[src/rtl/core/pmu_pkg.sv]
`timescale 1ns / 1ps
package pmu_pkg;

	localparam int MAX_NODES   = 1024;
	localparam int MAX_DEGREE  = 8;
	localparam int EXP_DEPTH   = 256;
	localparam int MAX_STATES  = 256;

	localparam int NODE_W      = 10;
	localparam int SLOT_W      = 3;
	localparam int SPIN_W      = 8;
	localparam int WEIGHT_W    = 16;
	localparam int DEG_W       = 4;
	localparam int RAND_W      = 16;
	localparam int OP_W        = 3;
	localparam int DE_W        = 20;
	localparam int ACC_W       = 20;
	localparam int NCNT_W      = 11;
	localparam int QCNT_W      = 9;
	localparam int ITEMP_W     = 16;
	localparam int EXP_IDX_W   = 8;
	localparam int EXP_SHIFT   = 12;
	localparam int EXP_W       = 16;

	localparam int EDGE_W      = NODE_W + WEIGHT_W;
	localparam int EDGE_AW     = NODE_W + SLOT_W;
	localparam int EDGE_DEPTH  = MAX_NODES * MAX_DEGREE;
	localparam int X_W         = DE_W - 1 + ITEMP_W;

	localparam int DE_MAX      = (1 << (DE_W - 1)) - 1;
	localparam int DE_MIN      = -(1 << (DE_W - 1));

	localparam int PADDR_W     = 4;
	localparam int PDATA_W     = 32;
	localparam int REG_IDX_W   = 2;

	localparam logic [31:0] EXP_STEP = 32'd4034748382;

	localparam logic [OP_W-1:0] OP_WR_SPIN = 3'd0;
	localparam logic [OP_W-1:0] OP_WR_EDGE = 3'd1;
	localparam logic [OP_W-1:0] OP_WR_DEG  = 3'd2;
	localparam logic [OP_W-1:0] OP_UPDATE  = 3'd3;
	localparam logic [OP_W-1:0] OP_RD_SPIN = 3'd4;

	localparam logic [REG_IDX_W-1:0] REG_NODE_COUNT  = 2'd0;
	localparam logic [REG_IDX_W-1:0] REG_STATE_COUNT = 2'd1;
	localparam logic [REG_IDX_W-1:0] REG_INV_TEMP    = 2'd2;
	localparam logic [REG_IDX_W-1:0] REG_ZERO_TEMP   = 2'd3;

	typedef struct packed {
		logic [OP_W-1:0]            op;
		logic [NODE_W-1:0]          node;
		logic [SLOT_W-1:0]          slot;
		logic [SPIN_W-1:0]          spin_value;
		logic [NODE_W-1:0]          neighbor;
		logic signed [WEIGHT_W-1:0] weight;
		logic [DEG_W-1:0]           degree;
		logic [RAND_W-1:0]          rand_node;
		logic [RAND_W-1:0]          rand_prop;
		logic [RAND_W-1:0]          rand_accept;
	} item_t;

	typedef struct packed {
		logic [NODE_W-1:0]      node_out;
		logic [SPIN_W-1:0]      spin_out;
		logic                   accepted;
		logic signed [DE_W-1:0] delta_energy;
	} result_t;

	typedef struct packed {
		logic [NCNT_W-1:0]  node_count;
		logic [QCNT_W-1:0]  state_count;
		logic [ITEMP_W-1:0] inv_temp;
		logic               zero_temp;
	} cfg_t;

	typedef struct packed {
		logic clear;
		logic capture;
		logic decode;
		logic node_rd;
		logic cur_load;
		logic walk_issue;
		logic sat_load;
		logic exp_load;
		logic acc_load;
		logic out_load;
	} ctrl_cmd_t;

	typedef struct packed {
		logic clear_last;
		logic is_update;
		logic walk_more;
		logic pipe_busy;
		logic out_free;
	} ctrl_sts_t;

	typedef logic [EXP_W-1:0] exp_tab_t [EXP_DEPTH];

	// exp(-k/16) in q0.16, stepped in q0.32 with round half up
	function automatic exp_tab_t build_exp_tab();
		exp_tab_t t;
		logic [95:0] e;
		logic [95:0] v;
		e = 96'd1 << 32;
		for (int k = 0; k < EXP_DEPTH; k++) begin
			v = (e + 96'h8000) >> 16;
			t[k] = (v > 96'd65535) ? {EXP_W{1'b1}} : v[EXP_W-1:0];
			e = (e * 96'(EXP_STEP) + 96'h8000_0000) >> 32;
		end
		return t;
	endfunction

	localparam exp_tab_t EXP_TAB = build_exp_tab();

endpackage

[src/rtl/core/pmu_ctrl.sv]
`timescale 1ns / 1ps
module pmu_ctrl (
	input  logic               clk,
	input  logic               arst_n,
	input  logic               item_valid,
	output logic               item_stall,
	input  pmu_pkg::ctrl_sts_t sts,
	output pmu_pkg::ctrl_cmd_t cmd
);
	import pmu_pkg::*;

	typedef enum logic [10:0] {
		S_CLEAR  = 11'b000_0000_0001,
		S_IDLE   = 11'b000_0000_0010,
		S_DECODE = 11'b000_0000_0100,
		S_NODE   = 11'b000_0000_1000,
		S_CUR    = 11'b000_0001_0000,
		S_WALK   = 11'b000_0010_0000,
		S_DRAIN  = 11'b000_0100_0000,
		S_SAT    = 11'b000_1000_0000,
		S_EXP    = 11'b001_0000_0000,
		S_ACC    = 11'b010_0000_0000,
		S_OUT    = 11'b100_0000_0000
	} state_t;

	state_t state_q;
	state_t state_nxt;

	always_ff @(posedge clk or negedge arst_n) begin
		if (!arst_n) begin
			state_q <= S_CLEAR;
		end else begin
			state_q <= state_nxt;
		end
	end

	always_comb begin
		state_nxt = state_q;
		case (state_q)
			S_CLEAR:  if (sts.clear_last) state_nxt = S_IDLE;
			S_IDLE:   if (item_valid) state_nxt = S_DECODE;
			S_DECODE: state_nxt = sts.is_update ? S_NODE : S_OUT;
			S_NODE:   state_nxt = S_CUR;
			S_CUR:    state_nxt = S_WALK;
			S_WALK:   if (!sts.walk_more) state_nxt = S_DRAIN;
			S_DRAIN:  if (!sts.pipe_busy) state_nxt = S_SAT;
			S_SAT:    state_nxt = S_EXP;
			S_EXP:    state_nxt = S_ACC;
			S_ACC:    state_nxt = S_OUT;
			S_OUT:    if (sts.out_free) state_nxt = S_IDLE;
			default:  state_nxt = S_IDLE;
		endcase
	end

	assign item_stall     = (state_q != S_IDLE);

	assign cmd.clear      = (state_q == S_CLEAR);
	assign cmd.capture    = (state_q == S_IDLE) && item_valid;
	assign cmd.decode     = (state_q == S_DECODE);
	assign cmd.node_rd    = (state_q == S_NODE);
	assign cmd.cur_load   = (state_q == S_CUR);
	assign cmd.walk_issue = (state_q == S_WALK) && sts.walk_more;
	assign cmd.sat_load   = (state_q == S_SAT);
	assign cmd.exp_load   = (state_q == S_EXP);
	assign cmd.acc_load   = (state_q == S_ACC);
	assign cmd.out_load   = (state_q == S_OUT) && sts.out_free;

endmodule

[config.mk]
export PLATFORM = sky130hd
export DESIGN_NAME = pmu_ctrl
export DESIGN_NICKNAME = d
export VERILOG_FILES = /design/src/rtl/core/pmu_pkg.sv /design/src/rtl/core/pmu_ctrl.sv
export SDC_FILE = /design/constraint.sdc
export NUM_CORES = 1
export LEC_CHECK = 0
export BUFFER_PORTS_ARGS = -buffer_cell sky130_fd_sc_hd__buf_2
export CAP_MARGIN = 0
export CORE_MARGIN = 3
export CORE_UTILIZATION = 52
export CTS_BUF_LIST = sky130_fd_sc_hd__clkbuf_8
export CTS_CLUSTER_SIZE = 28
export DETAILED_ROUTE_END_ITERATION = 7
export PLACE_DENSITY = 0.85
export SLEW_MARGIN = 40
export SYNTH_ARGS = -nofsm -noshare
export SYNTH_HDL_FRONTEND = slang
export SYNTH_SLANG_ARGS = --single-unit
[constraint.sdc]
create_clock -name clk -period 2.2 [get_ports clk]
set_input_delay 0.44 -clock clk [delete_from_list [all_inputs] [get_ports clk]]
set_output_delay 0.44 -clock clk [all_outputs]
set_load 0.02 [all_outputs]
==> results of run 1 <==
## kinds of logic after synthesis
family / Yosys count / share of synthesized area
xor+xnor: 3 / 0.0384
simple gates: 45 / 0.459
compound gates: 7 / 0.0585
buf+inv: 7 / 0.0402
flops: 11 / 0.404
## timing repair
action                                  4_1_cts
endpoints found under the setup margin       10
hold buffers                                  0
pin swaps                                     6
buffers inserted                              4
resized for setup                            27
## stage by stage
stage	setup TNS (ns)	area (um2)	std cells	util	hold WS (ns)
after global placement	0	885	116	0.755	0.315
after detailed placement	-0.0403	885	116	0.755	0.317
after CTS	-0.457	1050	124	0.901	0.0639
after floorplan	0	684	73	-	0.144
==> reports/metrics.cfg, run 1 <==
[run_status]
status=did not finish
stop_stage=global routing
stop_error=[ERROR DPL-0033] detailed placement checks failed during check placement.

[yosys]
ys_seq_elements=11
synthArstFlopShare=1.00
ys.warnings.count=0
synth_area_leaders=dfrtp_1, and4b_1, nor3_1
synth_common_cells=dfrtp_1, nor3_1
syn_inst=73
synthFlopType=dfrtp_1
syn_area_per_cell_um2=9.38
synth_cell_types=34
yosysMostFrequentCell=dfrtp_1
synth_edf_count=0
synth_fp_nets=81
yosysSeqAreaShare=0.404
synth_top_area_frac=0.366
synth_area_um2=684
yosys.area.top_type=dfrtp_1

[floorplan]
io_pins=19
die_w_um=42.3
start_util=0.584
rows=12
die_y_um=42.3

[placement]
dp_slack_ns=-0.0403
gp_routability_congestion=0.828
port_buffers=18
place_hpwl_um=1420

[cts]
clockRootBuffer=clkbuf_8
cts_max_level=1
clock_path_buffers=2
cts_sinks=11
cts_buffers=3

[global_routing]
grt_max_degree=12
grt_antenna_before_repair=0

[sta]
crit_endpoint=cmd[0]
worst_endpoint_kind=output port

==> inputs of run 2 (changes only) <==
--- a/config.mk
+++ b/config.mk
@@ -7,12 +7,10 @@
 export LEC_CHECK = 0
 export BUFFER_PORTS_ARGS = -buffer_cell sky130_fd_sc_hd__buf_2
 export CAP_MARGIN = 0
-export CORE_MARGIN = 3
-export CORE_UTILIZATION = 52
-export CTS_BUF_LIST = sky130_fd_sc_hd__clkbuf_8
-export CTS_CLUSTER_SIZE = 28
+export CORE_AREA = 3 3 64 66
 export DETAILED_ROUTE_END_ITERATION = 7
-export PLACE_DENSITY = 0.85
+export DIE_AREA = 0 0 67 69
+export PLACE_DENSITY_LB_ADDON = 0.15
 export SLEW_MARGIN = 40
 export SYNTH_ARGS = -nofsm -noshare
 export SYNTH_HDL_FRONTEND = slang
==> reports/metrics.cfg, run 2 <==
[floorplan]
die_y_um=69  ; was 42.3 um
io_pins=19  ; unchanged
start_util=0.188  ; was 0.584
die_w_um=67  ; was 42.3 um
die-area_um2=4620
rows=22  ; was 12
core-area_um2=3630

[drt]
first_pass_iters=3
ant_nets=0
routed_wl_um=2220
drt-vias-per-instance=4.28
wl_per_cell_um=12.8
vias=740
drc=0
drtIter0Drc=11

[yosys]
synth_cell_types=34  ; unchanged
synthFlopType=dfrtp_1  ; unchanged
yosys.area.top_type=dfrtp_1  ; unchanged
synth_top_area_frac=0.366  ; unchanged
synthArstFlopShare=1.00  ; unchanged
syn_area_per_cell_um2=9.38  ; unchanged
synth_common_cells=dfrtp_1, nor3_1  ; unchanged
ys.warnings.count=0  ; unchanged
synth_area_leaders=dfrtp_1, and4b_1, nor3_1  ; unchanged
synth_area_um2=684  ; unchanged
yosysMostFrequentCell=dfrtp_1  ; unchanged
ys_seq_elements=11  ; unchanged
synth_edf_count=0  ; unchanged
yosysSeqAreaShare=0.404  ; unchanged
synth_fp_nets=81  ; unchanged
syn_inst=73  ; unchanged

[global_routing]
grt_pass1_vias=735
overflow=0
grt_pass1_wl_um=3550
grt_antenna_before_repair=0
grt_max_degree=12
grt_usage=0.0994

[flow_run]
cap_violations=0

[sta]
worst_slack_ns=-0.164
max_freq_mhz=423
hold_slack_ns=0.0622
fin_tns_setup_ns=-0.846
min_period_ns=2.36
setup_viol=10
rsz0062_at_grt=yes
period_share=1.07
slew_viol_final=0
worst_clock_skew_ns=0.00431
worstMarginPinSlew_ns=0.353
hold_viol_final=0
maxSlewHeadroom=0.763

[critical_path]
worstPathMaxFanout=3
rr_endpoint=state_q[7]
endpoint_kind=output pin
r2r_cells=7
required_ns=1.76
reg2reg_slack_ns=0.05
path_class=reg2out
arrival_ns=1.92
cp-start-kind=flop
timing.rr.start=state_q[10]

[placement]
placedCellCount=156  ; was 116
port_buffers=18  ; unchanged
place_hpwl_um=1520  ; was 1420 um
gp_routability_congestion=0.768  ; was 0.828

[cts]
clkLatencyLatePin_ns=0.24
clockRootBuffer=clkbuf_8  ; unchanged
clkSlewWorstSetupHoldPaths_ns=0.05
cts_buffers=3  ; unchanged
cts_sinks=11  ; unchanged
clock_path_buffers=2  ; unchanged
cts_max_level=1  ; unchanged
cts_tree=yes

[cells_and_area]
diodes=0
areaGrowthSynthToFinish_pct=87.4
final_cell_mix=buf_4, buf_6, dfrtp_1
multi_input_comb_area_um2=472
fin_nets=134
drive_above_1_share=0.616
largestRegisters=state_q x11
largest_reg_flops=11
ff_latch_area_um2=277
stdcell_count=173
utilization=0.353
nFillCells=371
final_common_cell=buf_4
regMostFlops=state_q

[hold_path]
hold_class=in2async

[power]
powerDensity_nw_per_um2=902
power_mw=1.16
leakagePower_nw=0.622
peakVddDrop_uv=515

[run_status]
violations=setup timing
status=finished with violations  ; was did not finish

[run 2: cell counts after synthesis]
Identical to the previous run, type by type.
[run 2: layout make-up]
type	instances	share of cell area
tap	48	0.0468
clock buffer	4	0.0351
inverter	4	0.0117
sequential	11	0.216
timing repair buffer	51	0.323
multi-input combinational	55	0.368
[run 2: how the worst max path moves through the flow]
stage	to	slack, ns	startpoint
2_1_floorplan	cmd[8]	0.005	state_q[5]
3_3_place_gp	cmd[4]	-0.04	state_q[4]
4_1_cts	cmd[0]	-0.17	state_q[5]
3_5_place_dp	cmd[4]	-0.03	state_q[4]
5_1_grt	cmd[0]	-0.24	state_q[7]
6_report	cmd[0]	-0.16	state_q[7]
[run 2: worst max-delay path, stage by stage, from the launching register on]
cell and delay [ns]:
dfrtp_1 0.38, or4_4 0.58, buf_6 0.15, nor4_4 0.12, buf_4 0.15, and4b_1 0.19, buf_6 0.12
[run 2: layer usage]
metal	routed length [um]	up-vias	track usage
met5	0	-	0
met4	30	0	0.0405
met3	86	3	0.0228
met2	1050	16	0.144
met1	1050	347	0.140
li1	-	374	-
[run 2: power by group]
part	internal (mW)	total, mW	switching [mW]
registers	0.228	0.248	0.0199
clock network	0.127	0.206	0.0782
logic	0.388	0.704	0.315
total	0.744	1.16	0.413
[run 2: timing repair]
item	CTS	global route
buffers inserted	8	5
gates resized for setup	22	24
pin swaps	7	10
endpoints found under the setup margin	11	11
cloned	0	0
hold buffers	0	0
[run 2: logic make-up (layout without fill, tap and decap cells)]
| kind of cell | after synthesis | after routing | share of synthesized area |
|---|---|---|---|
| AO/OA/AOI/OAI | 7 | 7 | 0.0585 |
| AND/OR/NAND/NOR | 45 | 45 | 0.459 |
| flip-flops | 11 | 11 | 0.404 |
| buffers and inverters | 7 | 59 | 0.0402 |
| XOR/XNOR | 3 | 3 | 0.0384 |
[run 2: per-stage QoR]
stage | setup slack, ns | cell area [um2]
2_1_floorplan | 0.00523 | 684
6_report | -0.164 | 1280
4_1_cts | -0.166 | 1160
3_5_place_dp | -0.0300 | 972
5_1_grt | -0.239 | 1280
3_3_place_gp | -0.0436 | 972
Note: power is estimated with default switching activity, not from simulation.
