### src/rtl/core/pmu_pkg.sv
`timescale 1ns / 1ps
package pmu_pkg;

	localparam int MAX_NODES   = 1024;
	localparam int MAX_DEGREE  = 8;
	localparam int EXP_DEPTH   = 256;
	localparam int MAX_STATES  = 256;

	localparam int NODE_W      = 10;
	localparam int SLOT_W      = 3;
	localparam int SPIN_W      = 8;
	localparam int WEIGHT_W    = 16;
	localparam int DEG_W       = 4;
	localparam int RAND_W      = 16;
	localparam int OP_W        = 3;
	localparam int DE_W        = 20;
	localparam int ACC_W       = 20;
	localparam int NCNT_W      = 11;
	localparam int QCNT_W      = 9;
	localparam int ITEMP_W     = 16;
	localparam int EXP_IDX_W   = 8;
	localparam int EXP_SHIFT   = 12;
	localparam int EXP_W       = 16;

	localparam int EDGE_W      = NODE_W + WEIGHT_W;
	localparam int EDGE_AW     = NODE_W + SLOT_W;
	localparam int EDGE_DEPTH  = MAX_NODES * MAX_DEGREE;
	localparam int X_W         = DE_W - 1 + ITEMP_W;

	localparam int DE_MAX      = (1 << (DE_W - 1)) - 1;
	localparam int DE_MIN      = -(1 << (DE_W - 1));

	localparam int PADDR_W     = 4;
	localparam int PDATA_W     = 32;
	localparam int REG_IDX_W   = 2;

	localparam logic [31:0] EXP_STEP = 32'd4034748382;

	localparam logic [OP_W-1:0] OP_WR_SPIN = 3'd0;
	localparam logic [OP_W-1:0] OP_WR_EDGE = 3'd1;
	localparam logic [OP_W-1:0] OP_WR_DEG  = 3'd2;
	localparam logic [OP_W-1:0] OP_UPDATE  = 3'd3;
	localparam logic [OP_W-1:0] OP_RD_SPIN = 3'd4;

	localparam logic [REG_IDX_W-1:0] REG_NODE_COUNT  = 2'd0;
	localparam logic [REG_IDX_W-1:0] REG_STATE_COUNT = 2'd1;
	localparam logic [REG_IDX_W-1:0] REG_INV_TEMP    = 2'd2;
	localparam logic [REG_IDX_W-1:0] REG_ZERO_TEMP   = 2'd3;

	typedef struct packed {
		logic [OP_W-1:0]            op;
		logic [NODE_W-1:0]          node;
		logic [SLOT_W-1:0]          slot;
		logic [SPIN_W-1:0]          spin_value;
		logic [NODE_W-1:0]          neighbor;
		logic signed [WEIGHT_W-1:0] weight;
		logic [DEG_W-1:0]           degree;
		logic [RAND_W-1:0]          rand_node;
		logic [RAND_W-1:0]          rand_prop;
		logic [RAND_W-1:0]          rand_accept;
	} item_t;

	typedef struct packed {
		logic [NODE_W-1:0]      node_out;
		logic [SPIN_W-1:0]      spin_out;
		logic                   accepted;
		logic signed [DE_W-1:0] delta_energy;
	} result_t;

	typedef struct packed {
		logic [NCNT_W-1:0]  node_count;
		logic [QCNT_W-1:0]  state_count;
		logic [ITEMP_W-1:0] inv_temp;
		logic               zero_temp;
	} cfg_t;

	typedef struct packed {
		logic clear;
		logic capture;
		logic decode;
		logic node_rd;
		logic cur_load;
		logic walk_issue;
		logic sat_load;
		logic exp_load;
		logic acc_load;
		logic out_load;
	} ctrl_cmd_t;

	typedef struct packed {
		logic clear_last;
		logic is_update;
		logic walk_more;
		logic pipe_busy;
		logic out_free;
	} ctrl_sts_t;

	typedef logic [EXP_W-1:0] exp_tab_t [EXP_DEPTH];

	// exp(-k/16) in q0.16, stepped in q0.32 with round half up
	function automatic exp_tab_t build_exp_tab();
		exp_tab_t t;
		logic [95:0] e;
		logic [95:0] v;
		e = 96'd1 << 32;
		for (int k = 0; k < EXP_DEPTH; k++) begin
			v = (e + 96'h8000) >> 16;
			t[k] = (v > 96'd65535) ? {EXP_W{1'b1}} : v[EXP_W-1:0];
			e = (e * 96'(EXP_STEP) + 96'h8000_0000) >> 32;
		end
		return t;
	endfunction

	localparam exp_tab_t EXP_TAB = build_exp_tab();

endpackage

### src/rtl/core/pmu_regs.sv
`timescale 1ns / 1ps
module pmu_regs (
	input  logic                        clk,
	input  logic                        arst_n,
	input  logic                        psel,
	input  logic                        penable,
	input  logic                        pwrite,
	input  logic [pmu_pkg::PADDR_W-1:0] paddr,
	input  logic [pmu_pkg::PDATA_W-1:0] pwdata,
	output logic [pmu_pkg::PDATA_W-1:0] prdata,
	output logic                        pready,
	output pmu_pkg::cfg_t               cfg
);
	import pmu_pkg::*;

	cfg_t                 cfg_q;
	logic                 wr_en;
	logic [REG_IDX_W-1:0] idx;

	assign pready = 1'b1;
	assign wr_en  = psel && penable && pwrite && pready;
	assign idx    = paddr[PADDR_W-1:2];
	assign cfg    = cfg_q;

	always_ff @(posedge clk or negedge arst_n) begin
		if (!arst_n) begin
			cfg_q.node_count  <= NCNT_W'(MAX_NODES);
			cfg_q.state_count <= QCNT_W'(2);
			cfg_q.inv_temp    <= ITEMP_W'(256);
			cfg_q.zero_temp   <= 1'b0;
		end else if (wr_en) begin
			case (idx)
				REG_NODE_COUNT:  cfg_q.node_count  <= pwdata[NCNT_W-1:0];
				REG_STATE_COUNT: cfg_q.state_count <= pwdata[QCNT_W-1:0];
				REG_INV_TEMP:    cfg_q.inv_temp    <= pwdata[ITEMP_W-1:0];
				REG_ZERO_TEMP:   cfg_q.zero_temp   <= pwdata[0];
				default: ;
			endcase
		end
	end

	always_comb begin
		case (idx)
			REG_NODE_COUNT:  prdata = PDATA_W'(cfg_q.node_count);
			REG_STATE_COUNT: prdata = PDATA_W'(cfg_q.state_count);
			REG_INV_TEMP:    prdata = PDATA_W'(cfg_q.inv_temp);
			REG_ZERO_TEMP:   prdata = PDATA_W'(cfg_q.zero_temp);
			default:         prdata = '0;
		endcase
	end

endmodule

### config.mk
export PLATFORM = sky130hd
export DESIGN_NAME = pmu_regs
export DESIGN_NICKNAME = d
export VERILOG_FILES = /design/src/rtl/core/pmu_pkg.sv /design/src/rtl/core/pmu_regs.sv
export SDC_FILE = /design/constraint.sdc
export NUM_CORES = 1
export LEC_CHECK = 0
export ABC_AREA = 1
export BUFFER_PORTS_ARGS = -buffer_cell sky130_fd_sc_hd__buf_2
export CAP_MARGIN = 15
export CELL_PAD_IN_SITES_DETAIL_PLACEMENT = 0
export CELL_PAD_IN_SITES_GLOBAL_PLACEMENT = 1
export CORE_MARGIN = 2
export CORE_UTILIZATION = 31
export CTS_CLUSTER_SIZE = 12
export DETAILED_ROUTE_END_ITERATION = 7
export PLACE_DENSITY_LB_ADDON = 0.3
export SLEW_MARGIN = 20
export SYNTH_ARGS = -nofsm -noshare
export SYNTH_HDL_FRONTEND = slang
export SYNTH_SLANG_ARGS = --single-unit
### constraint.sdc
create_clock -name clk -period 1.1 [get_ports clk]
set_input_delay 0.11 -clock clk [delete_from_list [all_inputs] [get_ports clk]]
set_output_delay 0.11 -clock clk [all_outputs]
set_load 0.05 [all_outputs]
==> results of run 1 <==
## final timing paths
check	to	cells after the start
hold / removal	cfg[16]	3
max in group asynchronous	cfg[9]	3
hold reg to reg	cfg[36]	2
setup / recovery	prdata[1]	3
min in group asynchronous	cfg[1]	3
setup reg to reg	cfg[9]	3
## cells in the mapped netlist
library cell	count	area (µm²)
nor2_2	1	6.26
buf_6	2	22.5
nand3_4	1	17.5
inv_1	6	22.5
nand3_1	11	55.1
nor2_4	2	22.5
conb_1	2	7.51
o21ai_0	1	5.00
buf_4	18	135
inv_2	4	15.0
nand2_1	146	548
nand2_4	2	22.5
dfstp_2	3	78.8
buf_2	3	15.0
nand2_2	1	6.26
nand4_1	1	6.26
nor2_1	8	30.0
dfrtp_1	34	851
## kinds of logic (layout without fill, tap and decap cells)
family / Yosys count / after routing / share of synthesized area, %
and+or+nand+nor: 173 / 173 / 38.3
other: 2 / 17 / 0.402
DFF: 37 / 37 / 49.8
AOI/OAI and AO/OA: 1 / 1 / 0.268
buffers and inverters: 33 / 115 / 11.3
## metal layers
layer  vias up  track usage (%)  share of wire [%]
met5         -                0                  0
met3         2             4.18                5.1
met1       861             20.9                 46
li1        904                -                  -
met2        53             29.2                 49
met4         0             4.50               0.45
## area by class of cell
type	count	area, µm²
fillers	593	3010
flip-flops and latches	37	941
multi-input cells	191	918
repair buffers	97	790
well taps	75	93.8
clock buffers	6	82.6
inverters	10	37.5
clock inverters	2	13.8
## power by group through the flow
stage	registers, mW	clock network, mW	logic [mW]
6_report	1.90	1.02	2.68
5_1_grt	1.94	1.13	2.84
4_1_cts	1.89	1.06	2.63
3_5_place_dp	1.91	0	2.42
3_3_place_gp	1.90	0	2.40
2_1_floorplan	2.88	0	0.875
## layout by cell type (no fill, tap or decap), types with 8 or more instances in the layout
master / instances
dfrtp_2: 9
nand2_2: 9
inv_2: 9
buf_8: 8
conb_1: 17
dfrtp_1: 25
buf_4: 15
clkbuf_4: 10
buf_6: 13
buf_2: 45
nand2_1: 137
nand3_2: 9
## repair_timing
item | 4_1_cts | 5_1_grt
hold buffers | 1 | 0
pin swaps | 10 | 6
gates cloned | 0 | 0
resized for setup | 51 | 21
hold endpoints to repair | 34 | 0
setup buffers | 2 | 1
setup endpoints to repair | 19 | 28
## worst min-delay path, stage by stage
cell and delay [ns]:
buf_2 0.07, nand2_1 0.04, nand2_1 0.05
## metrics by stage
stage	TNS [ns]	cell area, µm²
floorplan	-0.173	2050
global placement	-0.198	2550
detailed placement	-0.196	2550
CTS	-0.996	2820
global route	-1.64	2880
finish	-0.877	2880
==> impl_results.md, run 1 <==
- Vias/cell: 4.35
- Sw Ratio: 47.9%
- Final Worst Setup Slack: -0.141 ns
- CP Launch Point: cfg[18]
- Setup-failing EPs final: 14
- Syn. warnings: 0
- Worst-path maximum fanout: 2
- Max clock buf depth: 2
- Grt total ovfl: 0
- Vias in the first global route: 1,696
- Slew Viols, Final: 0
- Final Util: 48.9%
- Tcrit/Tclk final: 113%
- Outcome: finished with violations
- Post-DP HPWL: 3820 µm
- Net Switching: 2.68 mW
- CTS Root Cell: clkbuf_8
- Largest net degree at the start of global routing: 38
- Power Density: 1950 nW/µm²
- Non-filler cells, final: 418
- Initial DRT Pass Iterations: 4
- Yosys cell types: 18
- Clock H-tree levels: 2
- Cell Chain, Critical Path: nand2_2, nand3_4, buf_8
- Crit Path Category: flip-flop to output pin
- CP arrival: 1.13 ns
- Worst Hold Launch: pwdata[15]
- Comb pwr share: 47.9%
- VDD IR max: 0.000748 V
- CTS clk-pin slew, worst paths: 0.08 ns
- Cell Area, Synth: 1870 µm²
- DIE HEIGHT: 81.6 µm
- Worst-Skew Late Latency: 0.29 ns
- Num CTS Buffers: 5
- Leakage: 1.60 nW
- Num rows: 28
- CTS Sinks: 37
- Synth-to-layout area growth: 54.1%
- Max reg flops: 37
- Tot GR Track Use: 16.8%
- Worst Path Buf+Inv: 1
- DP Cell Count: 406
- Synthesized area per cell: 7.59 µm²
- HP Class: input port to flip-flop
- Die Area: 6660 µm²
- Max stage delay on crit path: 0.55 ns
- Vias: 1,820
- Number of diodes: 0
- Hold slack: 0.0200 ns
- Setup WS pre-CTS: -0.0576 ns
- R2R Setup Slk: 0.29 ns
- I/O Pins: 111
- Nets: 383
- Global-route wire length before repair: 8270 µm
- Failing checks: negative setup slack
- DRT iter0 DRCs: 87
- CP endpoint kind: output pin
- Post-Synthesis Cells: 246
- # port buffers: 75
- Post-DR wirelength/cell: 12.7 µm
- Share of cells above drive strength 1: 45.8%
- Startpoint Class: flip-flop
- #FFs+latches synth: 37
- CP Data Required Time: 0.99 ns
- Reg power frac: 34.0%
- WL final: 5320 µm
- Top cell family by delay on the critical path: flip-flops
- Crit-path slowest cell: dfstp_2
- Sequential area share after synthesis: 49.8%
- GPL Wtd Cong: 0.712
- Die width: 81.6 µm
- Final ANT Viol Nets: 0
- CTS tree: done
- Core Box Area: 5890 µm²
- Reg2reg start: cfg[9]
- Post-layout min period: 1.24 ns
- Antenna violations before repair: 0
- RSZ-0062 raised after global routing: true
- Final Skew: 0 ns
- Clk pwr share: 18.2%
- Initial Util: 31.7%
- Max Fclk: 0.806 GHz
- Cell Int Power: 2.92 mW
- Max cap viols: 0
- Final hold violation count: 0
- # DRC: 0
- Tot Pwr: 5.61 mW
(Power assumes the default switching activity.)
==> run 2, diff against run 1 <==
Settings changed: CORE_MARGIN 2 to 10, SETUP_SLACK_MARGIN set to 0.4.
==> impl_results.md, run 2 (synthesis gave the netlist of run 1 again) <==
- Num CTS Buffers: 5 (unchanged)
- WL final: 6780 µm (+27%)
- Final Worst Setup Slack: -0.137 ns (+0.00352 ns)
- Worst-Skew Late Latency: 0.28 ns (about the same)
- CTS tree: done
- Failing checks: negative hold slack, negative setup slack
- Reg power frac: 29.5% (-4.5 points)
- Grt total ovfl: 0 (unchanged)
- Hold slack: -0.242 ns (-0.262 ns)
- Die Area: 9530 µm² (+43%)
- CTS Sinks: 37 (unchanged)
- Fin Setup TNS: -0.930 ns (-0.0529 ns)
- Outcome: finished with violations
- Max cap viols: 0 (unchanged)
- DRT iter0 DRCs: 46 (-47%)
- Largest net degree at the start of global routing: 18 (-53%)
- Antenna violations before repair: 0 (unchanged)
- Cell Int Power: 3.99 mW (+37%)
- Final hold violation count: 12 (+12)
- Share of cells above drive strength 1: 67.7% (+22 points)
- Most frequent cells in the layout: nand2_1, nand2_2, buf_8
- Global-route wire length before repair: 10,200 µm (+23%)
- # port buffers: 75 (unchanged)
- Final Skew: 0 ns (unchanged)
- Startpoint Class: flip-flop
- Comb pwr share: 53.0% (+5.1 points)
- Synth-to-layout area growth: 102%
- GPL Wtd Cong: 0.774 (+8.7%)
- Core Box Area: 5890 µm² (unchanged)
- Vias: 1,914 (+5.2%)
- Clock H-tree levels: 2 (unchanged)
- Initial Util: 31.7% (unchanged)
- Setup-failing EPs final: 18 (+4)
- Vias/cell: 4.35 (about the same)
- CP Data Required Time: 0.99 ns (about the same)
- Tot Pwr: 6.96 mW (+24%)
- Crit Path Category: flip-flop to output pin
- Initial DRT Pass Iterations: 4 (unchanged)
- HP Class: input port to asynchronous set/reset pin
- Cell Chain, Critical Path: nand2_2, nand3_4, buf_8
- Power Density: 1850 nW/µm² (-5.1%)
- Num rows: 28 (unchanged)
- Post-layout min period: 1.24 ns (-0.00352 ns)
- Net Switching: 2.97 mW (+11%)
- RSZ-0062 raised after global routing: true
- Final ANT Viol Nets: 0 (unchanged)
- Tot GR Track Use: 13.1% (-3.8 points)
- VDD IR max: 0.000969 V (+30%)
- Max Fclk: 0.808 GHz (+0.28%)
- CP arrival: 1.13 ns (about the same)
- Post-DP HPWL: 4480 µm (+17%)
- Crit-path slowest cell: dfstp_2
- DIE HEIGHT: 97.6 µm (+20%)
- # DRC: 0 (unchanged)
- Post-DR wirelength/cell: 15.4 µm (+21%)
- Worst Path Buf+Inv: 1 (unchanged)
- Clk pwr share: 17.5% (-0.7 points)
- Slew Viols, Final: 0 (unchanged)
- Vias in the first global route: 1,878 (+11%)
- Number of diodes: 0 (unchanged)
- Leakage: 1.84 nW (+15%)
- I/O Pins: 111 (unchanged)
- Sw Ratio: 42.7% (-5.2 points)
- CP endpoint kind: output pin
- Commonest non-fill, non-tap cell in the layout: nand2_1
- Max stage delay on crit path: 0.57 ns (+0.02 ns)
- Nets: 405 (+5.7%)
- Max clock buf depth: 2 (unchanged)
- Top cell family by delay on the critical path: flip-flops
- Tcrit/Tclk final: 112% (-0.32 points)
- Max reg flops: 37 (unchanged)
- CTS Root Cell: clkbuf_8
- Worst-path maximum fanout: 3 (+1)
- Die width: 97.6 µm (+20%)
- CTS clk-pin slew, worst paths: 0.08 ns (about the same)
-- run 2: changes by cell type in the layout (fill, tap and decap cells not counted), moves of 9 or more --
cell,change
nand2_1,-41
nand2_2,+36
buf_8,+33
buf_2,-28
buf_6,+26
dfrtp_1,-25
dfrtp_2,+25
clkbuf_4,-9
-- run 2: per-stage QoR --
step                      utilization [%]  std cells  setup WS (ns)  instance area, µm²
after floorplan                         -        261        -0.0943                2220
after global placement               45.4        403        -0.0792                2670
after detailed placement             45.4        403        -0.0854                2670
after CTS                            58.0        419         -0.140                3420
after global routing                 64.0        440         -0.181                3770
final                                64.0        440         -0.137                3770
-- run 2: power by group through the flow --
stage | sequential [mW] | clock [mW] | combinational, mW
final | 2.05 | 1.22 | 3.69
after global routing | 2.09 | 1.32 | 3.87
after detailed placement | 1.98 | 0 | 2.49
after floorplan | 2.96 | 0 | 0.930
after global placement | 1.97 | 0 | 2.47
after CTS | 2.06 | 1.24 | 3.19
-- run 2: layout make-up --
| type | instances | area (µm²) |
|---|---|---|
| multi-input cells | 192 | 1150 |
| clock buffers | 7 | 86.3 |
| flip-flops and latches | 37 | 972 |
| repair buffers | 117 | 1380 |
| well taps | 75 | 93.8 |
| clock inverters | 1 | 30.0 |
| repair inverters | 1 | 7.51 |
| inverters | 10 | 52.6 |
| fillers | 477 | 2120 |
-- run 2: repair_timing --
action,4_1_cts,5_1_grt
pin swaps,23,15
gates resized for setup,170,55
hold endpoints to repair,12,12
buffers inserted,5,21
setup endpoints to repair,89,87
gates cloned,3,0
-- run 2: final timing paths --
| check | startpoint | end | slack [ns] | cells after the start |
|---|---|---|---|---|
| worst max register to register | cfg[7] | cfg[7] | 0.25 | 4 |
| max in group asynchronous | arst_n | cfg[20] | 0.88 | 2 |
| worst max-delay path | cfg[18] | prdata[1] | -0.14 | 3 |
| min in group clk | pwdata[11] | cfg[12] | 0.02 | 3 |
| worst min-delay path | arst_n | cfg[10] | -0.24 | 1 |
| worst min register to register | cfg[36] | cfg[36] | 0.48 | 2 |
-- run 2: routing by layer --
layer | GRT usage [%] | vias to the layer above | routed length [µm]
met3 | 4.20 | 5 | 420
met1 | 14.8 | 900 | 2690
met5 | 0 | - | 0
met2 | 22.7 | 55 | 3590
li1 | - | 954 | -
met4 | 3.69 | 0 | 79
